File: src/rtl/core/assert_macros.svh
// assertion helpers for the rtl files, included by mmsv_back
`ifndef ASSERT_MACROS_SVH
`define ASSERT_MACROS_SVH

// condition that must hold at every clock edge out of reset
`define MMSV_ASSERT(lbl, cond, msg) \
  lbl: assert property (@(posedge clk) disable iff (!rst_n) (cond)) else $error(msg);

// condition that must hold in the cycle after a trigger
`define MMSV_ASSERT_NEXT(lbl, pre, post, msg) \
  lbl: assert property (@(posedge clk) disable iff (!rst_n) (pre) |=> (post)) else $error(msg);

`endif

File: src/rtl/core/mmsv_pkg.sv
// ----------------------------------------------------------------------------
// mmsv_pkg
// shared types and constants of the min-max svpwm on-time block
// ----------------------------------------------------------------------------
package mmsv_pkg;

  localparam int COUNT_BITS = 16;
  localparam int REF_BITS   = 20;
  localparam int PROD_BITS  = 52;
  localparam int CFG_IDX_BITS = 8;
  localparam int CFG_DATA_BITS = 32;

  // register indexes
  localparam logic [CFG_IDX_BITS-1:0] CFG_PERIOD = 8'd0;
  localparam logic [CFG_IDX_BITS-1:0] CFG_DEAD   = 8'd1;
  localparam logic [CFG_IDX_BITS-1:0] CFG_GAIN   = 8'd2;
  localparam logic [CFG_IDX_BITS-1:0] CFG_TICKS  = 8'd3;

  localparam logic [19:0] PERIOD_RST = 20'd100000;
  localparam logic [15:0] DEAD_RST   = 16'd2000;
  localparam logic [31:0] GAIN_RST   = 32'd65536;
  localparam logic [31:0] TICKS_RST  = 32'd16777216;

  typedef struct packed {
    logic signed [REF_BITS-1:0] phase_a_ref;
    logic signed [REF_BITS-1:0] phase_b_ref;
    logic signed [REF_BITS-1:0] phase_c_ref;
  } in_t;

  typedef struct packed {
    logic [COUNT_BITS-1:0] on_ticks_a;
    logic [COUNT_BITS-1:0] on_ticks_b;
    logic [COUNT_BITS-1:0] on_ticks_c;
    logic                  overmodulated;
  } out_t;

  // raw ref * gain products, one word of the queue
  typedef struct packed {
    logic signed [PROD_BITS-1:0] prod_a;
    logic signed [PROD_BITS-1:0] prod_b;
    logic signed [PROD_BITS-1:0] prod_c;
  } q_word_t;

  typedef enum logic [1:0] {
    FS_IDLE,
    FS_MUL,
    FS_PUSH
  } front_state_t;

  typedef enum logic [3:0] {
    BS_IDLE,
    BS_MM,
    BS_SPR,
    BS_DIV,
    BS_MLO,
    BS_MHI,
    BS_SADD,
    BS_OFF,
    BS_VADD,
    BS_TLO,
    BS_THI,
    BS_TADD,
    BS_DONE
  } back_state_t;

endpackage

File: src/rtl/core/mmsv_queue.sv
// ----------------------------------------------------------------------------
// mmsv_queue
// two-word queue between the front and the back
// ----------------------------------------------------------------------------
module mmsv_queue (
  input  logic              clk,
  input  logic              rst_n,
  input  logic              push,
  input  mmsv_pkg::q_word_t push_data,
  input  logic              pop,
  output mmsv_pkg::q_word_t pop_data,
  output logic              full,
  output logic              empty
);

  mmsv_pkg::q_word_t mem_r [2];
  logic              wr_ptr_r, rd_ptr_r;
  logic [1:0]        count_r;

  assign full     = (count_r == 2'd2);
  assign empty    = (count_r == 2'd0);
  assign pop_data = mem_r[rd_ptr_r];

  // pointers and fill count
  always_ff @(posedge clk) begin
    if (!rst_n) begin
      wr_ptr_r <= 1'b0;
      rd_ptr_r <= 1'b0;
      count_r  <= 2'd0;
    end else begin
      if (push) begin
        wr_ptr_r <= ~wr_ptr_r;
      end
      if (pop) begin
        rd_ptr_r <= ~rd_ptr_r;
      end
      if (push && !pop) begin
        count_r <= count_r + 2'd1;
      end else if (pop && !push) begin
        count_r <= count_r - 2'd1;
      end
    end
  end

  // storage
  always_ff @(posedge clk) begin
    if (push) begin
      mem_r[wr_ptr_r] <= push_data;
    end
  end

endmodule

File: config.mk
export PLATFORM = sky130hd
export DESIGN_NAME = mmsv_queue
export DESIGN_NICKNAME = d
export VERILOG_FILES = /design/src/rtl/core/assert_macros.svh /design/src/rtl/core/mmsv_pkg.sv /design/src/rtl/core/mmsv_queue.sv
export SDC_FILE = /design/constraint.sdc
export NUM_CORES = 1
export LEC_CHECK = 0
export BUFFER_PORTS_ARGS = -buffer_cell sky130_fd_sc_hd__clkbuf_2
export CAP_MARGIN = 40
export CORE_MARGIN = 2
export CORE_UTILIZATION = 30
export CTS_BUF_LIST = sky130_fd_sc_hd__clkbuf_4
export CTS_CLUSTER_SIZE = 8
export DETAILED_ROUTE_END_ITERATION = 12
export PLACE_DENSITY_LB_ADDON = 0.1
export SYNTH_ARGS = -nofsm -noshare
export SYNTH_HDL_FRONTEND = slang
export SYNTH_SLANG_ARGS = --single-unit
File: constraint.sdc
create_clock -name clk -period 9.8 [get_ports clk]
set_input_delay 0.98 -clock clk [delete_from_list [all_inputs] [get_ports clk]]
set_output_delay 0.98 -clock clk [all_outputs]
set_load 0.01 [all_outputs]
## Yosys cells after proc, flatten, opt, wreduce, memory -nomap -nowiden

Memory sizes are Yosys's and may differ from the RTL's. A register that Yosys moved wholly into a read port is not among the register bits.
Cells that the tools add are included.

- Register bits after elaboration: 4
- Memory bits (writable): 312
- Logic and storage cells: 21
- Memories kept: 1

Memories:

| memory | words | width | rd ports | clocked after memory_dff | wr ports | line | source |
|---|---|---|---|---|---|---|---|
| mem_r | 2 | 156 | 1 | 1 | 1 | mmsv_queue.sv:16 | `mmsv_pkg::q_word_t mem_r [2];` |

- Add/sub/neg operators: 2
- Eq/ne operators: 1
- Multiplexer cells: 6
- Bitwise gates (word level): 2
- Reduce and logical (&&, ||, !) cells: 6

Operators by type and width:

| cell | number |
|---|---|
| two-way mux 1 bit | 4 |
| two-way mux 2 bit | 2 |
| adder 2 x 1 -> 2 bit, second input constant | 1 |
| == test 2 bit, second input constant | 1 |
| logical AND 1 bit | 2 |
| logical NOT 1 bit | 2 |
| logical NOT 2 bit | 1 |
| NOT 1 bit | 2 |
| nonzero test 2 bit | 1 |
| subtractor 2 x 1 -> 2 bit, second input constant | 1 |

## Longest topological paths before layout

- Word-level depth: 4
- Gate-level depth with buffers: 5

## Worst setup path after synthesis

Ideal clock, no wire load.

- Path type: input port to flip-flop
- From: input port push
- To: memory mem_r[0][0] in the netlist's numbering (enable)
- Setup time: 0.692 ns
- Arrival: 7.755 ns
- Required time: 9.108 ns
- Setup slack: 1.353 ns
- Stages on the path: 1
- Path buffers: 0
- Path through: nor2b_1

- Cells in the longest elaborated chain, start to end: 2

Ends and longest elaborated chain:

| item | line | source |
|---|---|---|
| start, declared | mmsv_queue.sv:8 | `input logic push,` |
| two-way mux 1 bit | mmsv_queue.sv:47 | `if (push) begin` |
| two-way mux 1 bit (implied by the code) | mmsv_queue.sv:48 | `mem_r[wr_ptr_r] <= push_data;` |
| end, declared | mmsv_queue.sv:16 |  |

No other way between the ends.

==> flow_metrics.tcl <==
set metrics [dict create \
    grt_max_degree 63 \
    max_clock_buf_depth 3 \
    yosys_register_bits 317 \
    worst-endpoint-arrival_ns 2.65 \
    power.density_cell_area_nw_per_um2 207.5 \
    crit_family "buffers and inverters" \
    cp_num_buf_inv 3 \
    worst_r2r_endpoint "mem_r[0][122]" \
    pwr-share-clk 0.386 \
    grt_antenna_before_repair 4 \
    clock_latency_ns 0.74 \
    wire_length_of_the_first_global_routing_pass_um 37230 \
    mostFrequentLayoutCell "sky130_fd_sc_hd__clkbuf_2" \
    grt_overflow_total 0 \
    post_cts_resize_count 0 \
    drv_slew 0 \
    start_util 0.3054 \
    setup_slack_after_layout_ns 6.167 \
    hold_viol_final 0 \
    crit_path_end "pop_data[64]" \
    drcViolationCount 0 \
    cts.reportedPaths.clkPinSlew_ns 0.06 \
    timing.final.crit_share 0.3707 \
    regToRegSetupSlack_ns 7.68 \
    place.detailed.hpwl_um 17460 \
    chipHeight_um 200.0 \
    avgRoutedWirePerCell_um 17.38 \
    die_area_um2 40010 \
    outcome "completed" \
    detailedPlace.worstSlack_ns 6.835 \
    via_count 6206 \
    filler_cell_count 3532 \
    synth_simple_gate_area_frac 0.004775 \
    cts.sinks 317 \
    static-leakage-power_nw 5.669 \
    final.setup_skew_ns 0.03477 \
    routed_via_count_divided_by_cell_count 4.174 \
    drt_pass1_iterations 4 \
    timing_worst_slew_pin_value_ns 0.9037 \
    power.sequential.fraction 0.514 \
    post_route_minimum_period_ns 3.633 \
    htree_levels 3 \
    power.share.switching 0.2328 \
    cts.repair_timing.setup_buffer_count 0 \
    area_growth_syn_to_layout_pct 29.05 \
    max_clock_freq_mhz 275.3 \
    route.final.wire_length_um 25850 \
    core_um2 37760 \
    syn_area_um2 11530 \
    grt_pass1_vias 6782 \
    cts-buffers-inserted 86 \
    cpMaxStageDelayCell "sky130_fd_sc_hd__dfxtp_4" \
    p_int_mw 2.368 \
    combinational_family_with_the_most_area_after_synthesis "multiplexers" \
    worstPathRequired_ns 8.82 \
    synth-compound-area-share 0.001736 \
    fin_tns_setup_ns 0 \
    yosys.area_share.adder 0.001085 \
    fin_nets 1065 \
    worst-setup-path-type "reg2out" \
    yosys_warnings 0 \
    postSynthAreaPerCell_um2 22.74 \
    synth_cell_types 17 \
    crit_fanout 47 \
    die_w_um 200.0 \
    pin_count 318 \
    report.final.setup_viol 0 \
    timing.critical_path.depth 4 \
    synth-xor-area-share 0.002279 \
    timing.critical_path.cells "buf_4 > buf_16 > mux2_2 > clkbuf_2" \
    holdCritPathClass "in2reg" \
    timing.slew.headroom 0.3975 \
    unrepaired_setup_endpoints_after_global_routing "false" \
    critical_path.reg2reg.startpoint "wr_ptr_r" \
    first_iter_violations 170 \
    cts_tree "yes" \
    crit_path_end_kind "output pin" \
    vdd.ir_drop.worst_mv 0.1071 \
    power.net_switching_mw 0.7187 \
    synth.area.mux_share 0.1524 \
    antenna_violating_nets_post_route 0 \
    cts-hold-fix-buffers 0 \
    gr-usage-all-layers 0.1271 \
    worst_path_largest_cell_delay_ns 0.56 \
    synth.net_count 668 \
    cts.root.buffer_cell "sky130_fd_sc_hd__clkbuf_4" \
    worst-r2r-cell-count 3 \
    most-common-layout-cells "sky130_fd_sc_hd__clkbuf_2 (317), sky130_fd_sc_hd__edfxtp_1 (312), sky130_fd_sc_hd__mux2_2 (156), sky130_fd_sc_hd__clkbuf_4 (123), sky130_fd_sc_hd__clkinv_1 (19)" \
    rows 71 \
    netlist_instances 507 \
    combPwrFrac 0.100 \
    drv_cap 0 \
    finalWeightedCongestion 0.7246 \
    setup.worst_path.start_class "flip-flop" \
    synth.yosys.seq_area_share 0.8214 \
    drive_above_1_share 0.6388 \
    io_buffers 317 \
]
[cells by family (layout without fill, tap and decap cells)]
group,count (synthesis),count (layout)
AND/OR/NAND/NOR,9,9
multiplexers,156,156
adder cells (fa/ha/maj),1,1
AO/OA/AOI/OAI,3,3
other,0,7
flip-flops,317,317
XOR/XNOR,3,3
buffers and inverters,18,480
[worst min-delay path by stage]
| stage | from | endpoint | cells past startpoint |
|---|---|---|---|
| 6_report | push_data[103] | mem_r[0][103] | 1 |
| 2_1_floorplan | count_r[1] | count_r[1] | 2 |
| 5_1_grt | push_data[43] | mem_r[0][43] | 1 |
| 3_3_place_gp | count_r[1] | count_r[1] | 2 |
| 4_1_cts | push_data[47] | mem_r[0][47] | 1 |
| 3_5_place_dp | count_r[1] | count_r[1] | 2 |
[layout make-up]
class                      instances  area, um2  share of cell area
sequential                       317       9473              0.6367
multi-input combinational        172       1881              0.1264
timing repair buffer             326       1734              0.1166
clock buffer                     123      923.4             0.06206
tap                              511      639.4             0.04297
clock inverter                    30      206.4             0.01388
antenna                            7      17.52            0.001177
inverter                           1      3.754           0.0002523
[metal layers]
layer  track usage  wire length [um]  vias up
li1              -                 -     2903
met1        0.1344              9726     2999
met2        0.2083             12740      245
met3       0.06485              2684       57
met4       0.06584               681        2
met5             0                13        -
[state kept, by name, indices dropped and copies added, names as in the netlist, named ones only]
signal	flops
count_r	2
mem_r	312
rd_ptr_r	1
wr_ptr_r	1
[per-stage QoR]
| step | hold WS (ns) | utilization | total power, mW | area (um2) | cells |
|---|---|---|---|---|---|
| global placement | 0.4799 | 0.3608 | 1.918 | 13620 | 1323 |
| CTS | 0.2979 | 0.3936 | 3.158 | 14860 | 1480 |
| detailed placement | 0.5290 | 0.3637 | 1.934 | 13730 | 1327 |
| floorplan | 0.4664 | - | 1.799 | 11530 | 507 |
| finish | 0.4208 | 0.3941 | 3.087 | 14880 | 1487 |
| global route | 0.2882 | 0.3939 | 3.249 | 14870 | 1485 |
[cell usage after synthesis, drive strengths merged]
library cell | count | share of area
a21boi | 1 | 0.00065
buf | 17 | 0.016
and2 | 4 | 0.0022
xor2 | 2 | 0.0015
or3 | 1 | 0.00054
inv | 1 | 0.00033
o21a | 1 | 0.00065
edfxtp | 312 | 0.81
nor2 | 1 | 0.00033
dfxtp | 5 | 0.0087
o21ai | 1 | 0.00043
mux2 | 156 | 0.15
and2b | 1 | 0.00065
xnor2 | 1 | 0.00076
nor2b | 2 | 0.0011
ha | 1 | 0.0011
[power groups by stage]
stage          registers, mW  clock network, mW  logic (mW)
6_report                1.59               1.19       0.310
2_1_floorplan           1.62                  0       0.178
5_1_grt                 1.59               1.32       0.337
3_3_place_gp            1.63                  0       0.293
4_1_cts                 1.59               1.25       0.318
3_5_place_dp            1.62                  0       0.317
Power figures use the tool's default switching activity.
