===== src/rtl/core/assert_macros.svh =====
// assertion helpers for the rtl files, included by mmsv_back
`ifndef ASSERT_MACROS_SVH
`define ASSERT_MACROS_SVH

// condition that must hold at every clock edge out of reset
`define MMSV_ASSERT(lbl, cond, msg) \
  lbl: assert property (@(posedge clk) disable iff (!rst_n) (cond)) else $error(msg);

// condition that must hold in the cycle after a trigger
`define MMSV_ASSERT_NEXT(lbl, pre, post, msg) \
  lbl: assert property (@(posedge clk) disable iff (!rst_n) (pre) |=> (post)) else $error(msg);

`endif


===== src/rtl/core/mmsv_pkg.sv =====
// ----------------------------------------------------------------------------
// mmsv_pkg
// shared types and constants of the min-max svpwm on-time block
// ----------------------------------------------------------------------------
package mmsv_pkg;

  localparam int COUNT_BITS = 16;
  localparam int REF_BITS   = 20;
  localparam int PROD_BITS  = 52;
  localparam int CFG_IDX_BITS = 8;
  localparam int CFG_DATA_BITS = 32;

  // register indexes
  localparam logic [CFG_IDX_BITS-1:0] CFG_PERIOD = 8'd0;
  localparam logic [CFG_IDX_BITS-1:0] CFG_DEAD   = 8'd1;
  localparam logic [CFG_IDX_BITS-1:0] CFG_GAIN   = 8'd2;
  localparam logic [CFG_IDX_BITS-1:0] CFG_TICKS  = 8'd3;

  localparam logic [19:0] PERIOD_RST = 20'd100000;
  localparam logic [15:0] DEAD_RST   = 16'd2000;
  localparam logic [31:0] GAIN_RST   = 32'd65536;
  localparam logic [31:0] TICKS_RST  = 32'd16777216;

  typedef struct packed {
    logic signed [REF_BITS-1:0] phase_a_ref;
    logic signed [REF_BITS-1:0] phase_b_ref;
    logic signed [REF_BITS-1:0] phase_c_ref;
  } in_t;

  typedef struct packed {
    logic [COUNT_BITS-1:0] on_ticks_a;
    logic [COUNT_BITS-1:0] on_ticks_b;
    logic [COUNT_BITS-1:0] on_ticks_c;
    logic                  overmodulated;
  } out_t;

  // raw ref * gain products, one word of the queue
  typedef struct packed {
    logic signed [PROD_BITS-1:0] prod_a;
    logic signed [PROD_BITS-1:0] prod_b;
    logic signed [PROD_BITS-1:0] prod_c;
  } q_word_t;

  typedef enum logic [1:0] {
    FS_IDLE,
    FS_MUL,
    FS_PUSH
  } front_state_t;

  typedef enum logic [3:0] {
    BS_IDLE,
    BS_MM,
    BS_SPR,
    BS_DIV,
    BS_MLO,
    BS_MHI,
    BS_SADD,
    BS_OFF,
    BS_VADD,
    BS_TLO,
    BS_THI,
    BS_TADD,
    BS_DONE
  } back_state_t;

endpackage


===== src/rtl/core/mmsv_front.sv =====
// ----------------------------------------------------------------------------
// mmsv_front
// takes an input word and forms the three ref * gain products
// ----------------------------------------------------------------------------
module mmsv_front (
  input  logic                clk,
  input  logic                rst_n,
  input  logic                in_valid,
  output logic                in_stall,
  input  mmsv_pkg::in_t       in_data,
  input  logic [31:0]         gain,
  output logic                push,
  output mmsv_pkg::q_word_t   push_data,
  input  logic                q_full
);

  mmsv_pkg::front_state_t state_r, state_nxt;
  mmsv_pkg::in_t          ref_r;
  mmsv_pkg::q_word_t      prod_r;
  logic [1:0]             cnt_r;
  logic signed [mmsv_pkg::REF_BITS-1:0] ref_sel;
  logic signed [mmsv_pkg::REF_BITS+32:0] prod;

  // state register
  always_ff @(posedge clk) begin
    if (!rst_n) begin
      state_r <= mmsv_pkg::FS_IDLE;
    end else begin
      state_r <= state_nxt;
    end
  end

  // next state and handshake
  always_comb begin
    state_nxt = state_r;
    in_stall  = 1'b1;
    push      = 1'b0;
    case (state_r)
      mmsv_pkg::FS_IDLE: begin
        in_stall = 1'b0;
        if (in_valid) begin
          state_nxt = mmsv_pkg::FS_MUL;
        end
      end
      mmsv_pkg::FS_MUL: begin
        if (cnt_r == 2'd2) begin
          state_nxt = mmsv_pkg::FS_PUSH;
        end
      end
      mmsv_pkg::FS_PUSH: begin
        if (!q_full) begin
          push      = 1'b1;
          state_nxt = mmsv_pkg::FS_IDLE;
        end
      end
      default: state_nxt = mmsv_pkg::FS_IDLE;
    endcase
  end

  // one shared multiplier, one phase per cycle
  always_comb begin
    case (cnt_r)
      2'd0:    ref_sel = ref_r.phase_a_ref;
      2'd1:    ref_sel = ref_r.phase_b_ref;
      default: ref_sel = ref_r.phase_c_ref;
    endcase
  end

  assign prod = ref_sel * $signed({1'b0, gain});

  always_ff @(posedge clk) begin
    if (!rst_n) begin
      cnt_r <= 2'd0;
    end else if (state_r == mmsv_pkg::FS_IDLE) begin
      cnt_r <= 2'd0;
    end else if (state_r == mmsv_pkg::FS_MUL) begin
      cnt_r <= cnt_r + 2'd1;
    end
  end

  always_ff @(posedge clk) begin
    if (state_r == mmsv_pkg::FS_IDLE && in_valid) begin
      ref_r <= in_data;
    end
    if (state_r == mmsv_pkg::FS_MUL) begin
      case (cnt_r)
        2'd0:    prod_r.prod_a <= prod[mmsv_pkg::PROD_BITS-1:0];
        2'd1:    prod_r.prod_b <= prod[mmsv_pkg::PROD_BITS-1:0];
        default: prod_r.prod_c <= prod[mmsv_pkg::PROD_BITS-1:0];
      endcase
    end
  end

  assign push_data = prod_r;

endmodule


===== config.mk =====
export PLATFORM = sky130hd
export DESIGN_NAME = mmsv_front
export DESIGN_NICKNAME = d
export VERILOG_FILES = /design/src/rtl/core/assert_macros.svh /design/src/rtl/core/mmsv_pkg.sv /design/src/rtl/core/mmsv_front.sv
export SDC_FILE = /design/constraint.sdc
export NUM_CORES = 2
export LEC_CHECK = 0
export BUFFER_PORTS_ARGS = -buffer_cell sky130_fd_sc_hd__buf_4
export CORE_ASPECT_RATIO = 1.1
export CORE_MARGIN = 1.5
export CORE_UTILIZATION = 25
export CTS_CLUSTER_DIAMETER = 60
export DETAILED_ROUTE_END_ITERATION = 16
export HOLD_SLACK_MARGIN = 0.06
export PLACE_DENSITY = 0.42
export SKIP_CTS_REPAIR_TIMING = 1
export SYNTH_ARGS = -nofsm -noshare
export SYNTH_HDL_FRONTEND = slang
export SYNTH_SLANG_ARGS = --single-unit

===== constraint.sdc =====
create_clock -name clk -period 8.5 [get_ports clk]
set_clock_uncertainty 0.2 [all_clocks]
set_input_delay 0.85 -clock clk [delete_from_list [all_inputs] [get_ports clk]]
set_output_delay 0.85 -clock clk [all_outputs]
set_load 0.01 [all_outputs]

; After elaboration in Yosys (flattened, before gate mapping)
; Index checks and enable logic that the tools add are counted.
[totals]
out_inout_bits = 158
register_bits = 220
ram_bits = 0
latch_bits = 0
word_cells = 36
inputBits = 96
memories = 0
mem_bits_ro = 0
[classes]
bitwise_logic = 2
eq_ne = 7
n_shift = 0
n_reduce_logical = 9
mux = 8
mul = 1
n_div = 0
add_sub_neg = 1
order_cmp = 0
[ops]
columns = op, count
row1 = $mul 20x33->52, 1
row2 = $pmux 20 s2, 1
row3 = $mux 2, 3
row4 = $ne 2x2->1 const B, 3
row5 = $pmux 2 s3, 1
row6 = $reduce_and 2->1, 3
row7 = $eq 2x1->1 const B, 2
row8 = $eq 2x2->1 const B, 2
row9 = $logic_not 2->1, 2
row10 = $reduce_or 2->1, 2
row11 = $mux 1, 3
row12 = $reduce_and 3->1, 1
row13 = $add 2x1->2 const B, 1
row14 = $not 1->1, 2
row15 = $logic_and 1x1->1, 1

; Depth between registers and ports, before layout
[logic_depth]
ltp_word = 4
depth_mapped = 34
depth_no_buf = 30

; Worst setup path before layout
; No wires, ideal clock.
[synth_timing]
path_type = flip-flop to flip-flop
start = reg cnt_r[1]
end = reg prod_r, in the netlist push_data[102] (data pin)
n_path_buf = 5
path_stages_with_launch = 33
setup_slack_ps = 727
required_ps = 8031
period_less_slack_ps = 7773
t_arrival_ps = 7304
setup_time_ps = 269
cell_sequence = dfxtp_1 > inv_1 > ha_1 > clkbuf_1 > or2_2 > clkbuf_1 > buf_2 > nor2_1 > nor2_1 > clkbuf_1 > nand2_1 > fa_1 > inv_1 > fa_1 > inv_1 > fa_1 > inv_1 > fa_1 > fa_1 > fa_1 > inv_1 > fa_1 > inv_1 > ha_1 > clkbuf_2 > and4_1 > nand3_1 > or3b_1 > o211ai_2 > a31oi_4 > o31ai_4 > a311oi_2 > xnor2_1
[synth_between]
elab_chain_cells = 3
elab_cells_between_ends = 4
cone_classes = 1 x mul / 1 x eq/ne / 1 x mux / 1 x reduce/logical
[synth_rtl]
columns = element, line
row1 = from (decl), mmsv_front.sv:20  ; logic [1:0] cnt_r;
row2 = from (signal assigned), mmsv_front.sv:77  ; cnt_r <= cnt_r + 2'd1;
row3 = $eq 2x1->1 / $logic_not 2->1 (equally long branches), mmsv_front.sv:62  ; case (cnt_r)
row4 = $pmux 20 s2 (*), mmsv_front.sv:62
row5 = $mul 20x33->52 (*), mmsv_front.sv:69  ; assign prod = ref_sel * $signed({1'b0, gain});
row6 = "via prod, one bit", mmsv_front.sv:22  ; logic signed [mmsv_pkg::REF_BITS+32:0] prod;
row7 = to (decl), mmsv_front.sv:19  ; mmsv_pkg::q_word_t prod_r;
; The timed path passes the listed nets; every way through them passes the cells marked *.
; A chain may end at the register's enable or synchronous reset.

; Worst setup path after layout
[layout_timing]
start = reg cnt_r[0]
end = reg prod_r, in the netlist push_data[50] (data pin)
; Same word-level chain as after synthesis.

==> results_dict.tcl <==
set metrics [dict create \
    status "completed" \
    first_pass_iters 4 \
    coreArea_um2 113000 \
    gr-total-overflow 0 \
    grt_max_degree 47 \
    clockRootBuffer "clkbuf_16" \
    critPathKind "reg2reg" \
    syn_to_final_growth_pct 17.9 \
    relSlewSlack 0.477 \
    seq_area_frac_synth 0.231 \
    clk_latency_ns 0.58 \
    hold_violations 0 \
    gp_congestion 0.792 \
    drtAntennaViolNets 0 \
    cpMaxStageDelayCell "fa_1" \
    arrival_ns 8.27 \
    placed_cells 4429 \
    setup_viol 0 \
    grt_pass1_wl_um 128000 \
    synth_cell_types 61 \
    die_area_um2 116000 \
    timing.final.crit_share 0.960 \
    report.final.slew_viol_count 0 \
    postSynthCellCount 2758 \
    synth_fp_nets 3586 \
    post_route_cells_drive_above_1_share 0.146 \
    grt_pass1_vias 20900 \
    hold_class "in2reg" \
    vias_per_cell 4.23 \
    startpoint_type "register" \
    antenna_cells 0 \
    setup_tns_ns 0 \
    crit_fanout 16 \
    io_pins 254 \
    drt_iter0_markers 729 \
    fmaxAchievable_mhz 123 \
    syn_area_per_cell_um2 10.3 \
    drc 0 \
    cts.path.max_buffers 3 \
    synth-main-ff-cell "edfxtp_1" \
    die_x_um 325 \
    fin_cells 4487 \
    cp.required_ns 8.61 \
    tritoncts "done" \
    final_nets 3790 \
    critPathMaxStageDelay_ns 0.57 \
    yosys_register_bits 220 \
    clock_sinks 220 \
    start_util 0.253 \
    synth-edff-count 216 \
    track_usage 0.145 \
    detail_route.wl_per_cell_um 18.6 \
    syn_area_um2 28500 \
    yosys_warnings 0 \
    cts_buffers 27 \
    via_count 19000 \
    maxCapViolCount 0 \
    utilization 0.298 \
    tightest_slew_ns 0.785 \
    hpwl_um 65800 \
    cp-end-kind "register" \
    h-tree-depth 1 \
    wl_um 83400 \
    clk_pin_slew_worst_paths_ns 0.06 \
    period_needed_ns 8.16 \
    die_y_um 357 \
    grt_antenna_before_repair 3 \
    port_buffers 253 \
    rows 129 \
    async_flop_share 0 \
    crit_top_cell "fa_1" \
    fin_area_um2 33600 \
    postPlaceCellArea_um2 32400 \
]
[per-stage QoR]
| step | hold slack, ns | setup WS [ns] |
|---|---|---|
| final | 0.246 | 0.344 |
| after global routing | 0.214 | -0.00337 |
| after CTS | 0.203 | 0.171 |
| after detailed placement | 0.309 | 0.257 |
| after global placement | 0.312 | 0.268 |
| after floorplan | 0.283 | 0.727 |
[state kept, by name, indices dropped and copies added, names as in the netlist]
signal	flops
push_data	156
ref_r	60
cnt_r	2
state_r	2
[cell usage after synthesis (all sizes together) (10+ instances only)]
library cell / number / area, µm²
a21oi: 96 / 495
fa: 537 / 10800
o21ai: 25 / 133
ha: 195 / 2440
nand4: 10 / 62.6
inv: 613 / 2300
xnor2: 36 / 315
and2: 355 / 2220
edfxtp: 216 / 6490
xor2: 16 / 140
a21o: 19 / 143
nand2: 295 / 1110
clkbuf: 138 / 519
nand3: 17 / 85.1
or2: 16 / 100
nor2: 63 / 236
[area by class of cell]
cell class | instances | area [µm²]
clock buffer | 33 | 708
timing repair buffer | 321 | 2710
multi-input combinational | 1779 | 19200
inverter | 613 | 2300
sequential | 220 | 6570
fill | 12000 | 79100
clock inverter | 15 | 198
tap | 1506 | 1880
[final timing paths]
check	depth (start not counted)	slack, ns	from	endpoint
min	1	0.25	in_data[17]	ref_r[17]
max	29	0.34	cnt_r[0]	push_data[50]
min reg2reg	2	0.31	cnt_r[0]	cnt_r[0]
max reg2reg	29	0.34	cnt_r[0]	push_data[50]
[cell usage in the layout (no fill, tap or decap), types with 4 or more instances in the layout]
| master | instances |
|---|---|
| o211ai_1 | 6 |
| nor2_4 | 4 |
| nor2_2 | 12 |
| nor2_1 | 47 |
| nor2b_1 | 6 |
| inv_1 | 613 |
| a31oi_1 | 6 |
| buf_4 | 297 |
| or2_2 | 15 |
| xnor2_1 | 34 |
| nor3_1 | 4 |
| ha_2 | 6 |
| clkbuf_16 | 30 |
| o21a_1 | 8 |
| edfxtp_1 | 216 |
| a21oi_1 | 86 |
| a311oi_1 | 4 |
| dfxtp_1 | 4 |
| and4_1 | 4 |
| nand4_1 | 10 |
| o21bai_1 | 8 |
| xor2_1 | 16 |
| o21ai_1 | 4 |
| nand2_1 | 295 |
| a21boi_0 | 5 |
| clkbuf_1 | 5 |
| a21o_1 | 19 |
| o21ai_0 | 18 |
| ha_1 | 189 |
| clkinv_2 | 4 |
| and3_1 | 6 |
| and2_1 | 353 |
| a21oi_2 | 10 |
| buf_12 | 19 |
| nand3_1 | 17 |
| fa_1 | 537 |
[per-layer routing]
| layer | track usage | vias up | share of wire |
|---|---|---|---|
| met5 | 0 | - | 0.00020 |
| met4 | 0.0221 | 2 | 0.015 |
| met3 | 0.0161 | 62 | 0.031 |
| met2 | 0.262 | 294 | 0.51 |
| met1 | 0.189 | 9883 | 0.44 |
| li1 | - | 8717 | - |
[critical path: cells and delay by family (launching register included)]
kind | cells | cell delay, ns
compound gates | 4 | 0.66
simple gates | 7 | 1.53
fa+ha+maj | 9 | 4.11
buf+inv | 8 | 0.81
xor+xnor | 1 | 0.18
flops | 1 | 0.37
[cells by family (layout without fill, tap and decap cells)]
group | count (synthesis) | in the layout | synth area share
buf+inv | 759 | 982 | 0.101
simple gates | 788 | 788 | 0.141
xor+xnor | 52 | 52 | 0.0160
compound gates | 206 | 206 | 0.0478
fa+ha+maj | 732 | 732 | 0.463
mux | 1 | 1 | 0.000352
flops | 220 | 220 | 0.231
Power is left out: the tool's default activity adds up to more than one toggle a clock period on the data nets, which glitch-free logic cannot reach.
